File: config.mk
export PLATFORM = sky130hd
export DESIGN_NAME = sac_ram
export DESIGN_NICKNAME = d
export VERILOG_FILES = /design/src/rtl/sac_ram.sv
export SDC_FILE = /design/constraint.sdc
export NUM_CORES = 1
export LEC_CHECK = 0
export ABC_CLOCK_PERIOD_IN_PS = 1900
export BUFFER_PORTS_ARGS = -buffer_cell sky130_fd_sc_hd__buf_2
export CAP_MARGIN = 20
export CORE_MARGIN = 2
export CORE_UTILIZATION = 55
export CTS_CLUSTER_DIAMETER = 60
export DETAILED_ROUTE_END_ITERATION = 8
export PLACE_DENSITY = 0.8
export SYNTH_ARGS = -nofsm -noshare
export SYNTH_HDL_FRONTEND = slang
export SYNTH_SLANG_ARGS = --single-unit
File: constraint.sdc
create_clock -name clk_i -period 1.9 [get_ports clk_i]
set_input_delay 0.19 -clock clk_i [delete_from_list [all_inputs] [get_ports clk_i]]
set_output_delay 0.19 -clock clk_i [all_outputs]
set_load 0.01 [all_outputs]
File: src/rtl/sac_ram.sv
// ----------------------------------------------------------------------------
// sac_ram
// generic single-port synchronous ram with registered read
// ----------------------------------------------------------------------------
module sac_ram #(
  parameter int Width = 8,
  parameter int Depth = 16
) (
  input  logic                     clk_i,
  input  logic                     we_i,
  input  logic [$clog2(Depth)-1:0] addr_i,
  input  logic [Width-1:0]         wdata_i,
  output logic [Width-1:0]         rdata_o
);

  logic [Width-1:0] mem_q [Depth];

  // read returns the old word during a write, read data registered
  always_ff @(posedge clk_i) begin
    if (we_i) begin
      mem_q[addr_i] <= wdata_i;
    end
    rdata_o <= mem_q[addr_i];
  end

endmodule

== Word level (Yosys, flattened, before mapping) ==
Memories as Yosys holds them, arrays and structs flattened. A register that Yosys moved wholly into a read port is not among the register bits.
Index checks and enable logic that the tools add are counted.
Word-level totals
  register bits after elaboration: 0
  bits in writable memories: 128
  input bits: 14
  output and inout bits: 8
  word-level logic and storage cells: 3
  memories kept: 1
Operators by class
  muxes and demuxes: 2
Memories
  mem_q: words 16, bits a word 8, read ports 1, clocked after Yosys merged registers in 1, write ports 1, line 16  | logic [Width-1:0] mem_q [Depth];
Operator list (number)
  1-bit two-way mux: 2

== Logic depth before layout (Yosys ltp) ==
  word-level depth: 2
  depth in mapped cells: 5
  mapped depth without buffers: 3

== Worst setup path before layout ==
Ideal clock, no wire load.
  path kind: input port to flip-flop
  from: input addr_i[2]
  to: memory mem_q[0][0] (enable)
  data arrival time: 1.300 ns
  path slack: 0.217 ns
  stages on the path: 2
  buffers on the path: 0
  path through: or3b_2 nor3_1
RTL lines
  start: declaration: line 11  | input logic [$clog2(Depth)-1:0] addr_i,
  end: declaration: line 16
Straight into the memory's write port.

==> results.py <==
metrics = {
    "clocking": {
        "cts_root_buffer": "clkbuf_8",
        "insertion_delay_ns": 0.52,
        "clk_pin_slew_ns": 0.06,
        "cts_buffers": 17,
        "cts_post_setup_buffers_inserted": 0,
        "cts_tree": "done",
        "postCtsHoldBufs": 0,
        "cts_resized": 0,
        "cts.sinks": 136,
        "cts_max_level": 4,
        "clockBufferDepth": 2,
    },
    "grt": {
        "grt_util_all_layers_pct": 21.4,
        "grt_pass1_wl_um": 15000,
        "first_global_vias": 2621,
        "grt_max_degree": 22,
        "grt.overflow.total": 0,
        "antenna_found_initial": 0,
    },
    "sta": {
        "period_share_pct": 74.5,
        "tightest_slew_ns": 0.657,
        "drv_slew": 0,
        "relSlewSlack_pct": 56.1,
        "rsz0062_at_grt": "false",
        "max_freq_mhz": 706,
        "hold_violations": 0,
        "min_period_ns": 1.42,
        "setup_viol_count_final": 0,
        "skew_ns": 0.0125,
        "fin_tns_setup_ns": 0,
    },
    "min_path": {
        "min_to": "mem_q[1][0]",
        "min_path_type": "primary input to register",
        "hold_depth": 1,
        "min_from": "wdata_i[0]",
    },
    "drt": {
        "wire_per_inst_um": 24.3,
        "drt_iter0_drc": 294,
        "first_pass_iters": 4,
        "drt-total-wl_um": 9830,
        "drc": 0,
        "via_per_inst": 6.04,
        "vias": 2448,
        "drt.antenna.violating_nets": 0,
    },
    "synth": {
        "synthTopCellsByArea": "edfxtp_1 76%, mux4_2 14%, dfxtp_1 3.2%",
        "syn_avg_cell_area_um2": 22.0,
        "yosysUniqueCellTypes": 18,
        "ys_seq_elements": 136,
        "netlist_area_um2": 5070,
        "synth_top_area_share_pct": 75.9,
        "synth_cells": 230,
        "syn_nets": 244,
        "yosysSeqAreaShare_pct": 79.0,
        "synth_top_cell_by_area": "edfxtp_1",
        "ys_warn_count": 0,
    },
    "setup_path": {
        "reg2reg_to": "rdata_o[2]",
        "cp_max_fo": 1,
        "critPathArrivalTime_ns": 1.81,
        "critical_path_required_ns": 2.29,
        "start_kind": "register",
        "r2r_slack_ns": 0.48,
        "reg2reg_depth": 3,
        "critPathCaptureType": "register",
        "r2r-start": "mem_q[3][2]",
        "crit_type": "register to register",
    },
    "run": {
        "cap_viol_max_count": 0,
    },
    "cells_and_area": {
        "area_growth_pct": 19.0,
        "multi_input_area_um2": 1000,
        "diodes": 0,
        "regArea_um2": 4000,
        "fin_area_um2": 6030,
        "final_nets": 295,
        "fillCellCount": 557,
        "final_cells": 405,
        "drive_gt1_share_pct": 36.1,
    },
    "placement": {
        "post_dp_cell_area_um2": 5450,
        "dp_hpwl_um": 5940,
        "dp_cells": 373,
        "gp_congestion": 0.765,
        "port_buffers": 21,
    },
    "floorplanning": {
        "die_w_um": 100,
        "die_area_um2": 10000,
        "core_area_um2": 9110,
        "start_util_pct": 55.6,
        "die_h_um": 100,
        "rows": 35,
        "pin_count": 22,
    },
    "power_and_ir_drop": {
        "p_leak_nw": 2.03,
        "max-vdd-ir-drop_mv": 0.804,
        "power.density_nw_per_um2": 1140,
    },
    "run_status": {
        "status": "completed",
    },
}
-- area by class of cell --
| type | count | area share, % |
|---|---|---|
| flip-flops and latches | 136 | 66.4 |
| well taps | 111 | 2.30 |
| clock inverters | 14 | 2.61 |
| multi-input cells | 83 | 16.6 |
| clock buffers | 18 | 6.93 |
| repair buffers | 43 | 5.10 |
-- metrics by stage --
step | util, % | power [mW] | setup WS (ns) | hold WS, ns
3_5_place_dp | 59.9 | 3.76 | 0.291 | 0.585
4_1_cts | 66.2 | 6.89 | 0.516 | 0.0461
2_1_floorplan | - | 3.61 | 0.217 | 0.289
5_1_grt | 66.2 | 7.04 | 0.453 | 0.0497
6_report | 66.2 | 6.85 | 0.484 | 0.0607
3_3_place_gp | 59.9 | 3.74 | 0.333 | 0.574
-- logic make-up (layout without fill, tap and decap cells) --
group,Yosys count,count (layout),share of synthesized area (%)
flip-flops,136,136,79.0
AND/OR/NAND/NOR,35,35,3.21
multiplexers,32,32,14.2
AO/OA/AOI/OAI,16,16,2.37
buffers and inverters,11,75,1.19
-- flip-flops by register name (all words and copies together) (netlist names) --
name / count
rdata_o: 8
mem_q: 128
-- cells in the final DEF (no fill, tap or decap), drive strengths merged --
| master | Yosys | routed |
|---|---|---|
| nor2 | 13 | 13 |
| nand3 | 1 | 1 |
| clkbuf | 3 | 18 |
| buf | 8 | 43 |
| nand3b | 2 | 2 |
| nor2b | 2 | 2 |
| nand2b | 2 | 2 |
| edfxtp | 128 | 128 |
| and2 | 1 | 1 |
| clkinv | 0 | 10 |
| nor3 | 4 | 4 |
| mux4 | 32 | 32 |
| nand2 | 9 | 9 |
| bufinv | 0 | 3 |
| dfxtp | 8 | 8 |
| or3b | 1 | 1 |
| a22oi | 16 | 16 |
| clkinvlp | 0 | 1 |
-- routing by layer --
layer	share of wire (%)	vias up	wire length, um	track usage (%)
met2	54	86	5320	37.1
li1	-	1066	-	-
met1	40	1281	3930	26.4
met4	1.2	0	119	7.59
met3	4.7	15	464	5.36
met5	0	-	0	0
-- cells in the mapped netlist (all sizes together) --
| cell | count |
|---|---|
| a22oi | 16 |
| and2 | 1 |
| buf | 8 |
| clkbuf | 3 |
| dfxtp | 8 |
| edfxtp | 128 |
| mux4 | 32 |
| nand2 | 9 |
| nand2b | 2 |
| nand3 | 1 |
| nand3b | 2 |
| nor2 | 13 |
| nor2b | 2 |
| nor3 | 4 |
| or3b | 1 |
-- how the worst max path moves through the flow --
stage	startpoint	endpoint	slack [ns]
2_1_floorplan	addr_i[2]	mem_q[0][0]	0.22
3_3_place_gp	addr_i[0]	rdata_o[2]	0.33
3_5_place_dp	addr_i[2]	mem_q[0][5]	0.29
4_1_cts	mem_q[3][2]	rdata_o[2]	0.52
5_1_grt	mem_q[3][2]	rdata_o[2]	0.45
6_report	mem_q[3][2]	rdata_o[2]	0.48
-- report_power, final --
part,internal (mW),switching [mW]
sequential,3.36,0.0192
clock,1.98,1.17
combinational,0.141,0.183
total,5.48,1.37
-- critical path: stages (launching register included) --
cell and delay [ns]:
edfxtp_1 0.36, mux4_2 0.50, a22oi_1 0.35, nand2_1 0.09
Power figures use the tool's default switching activity.
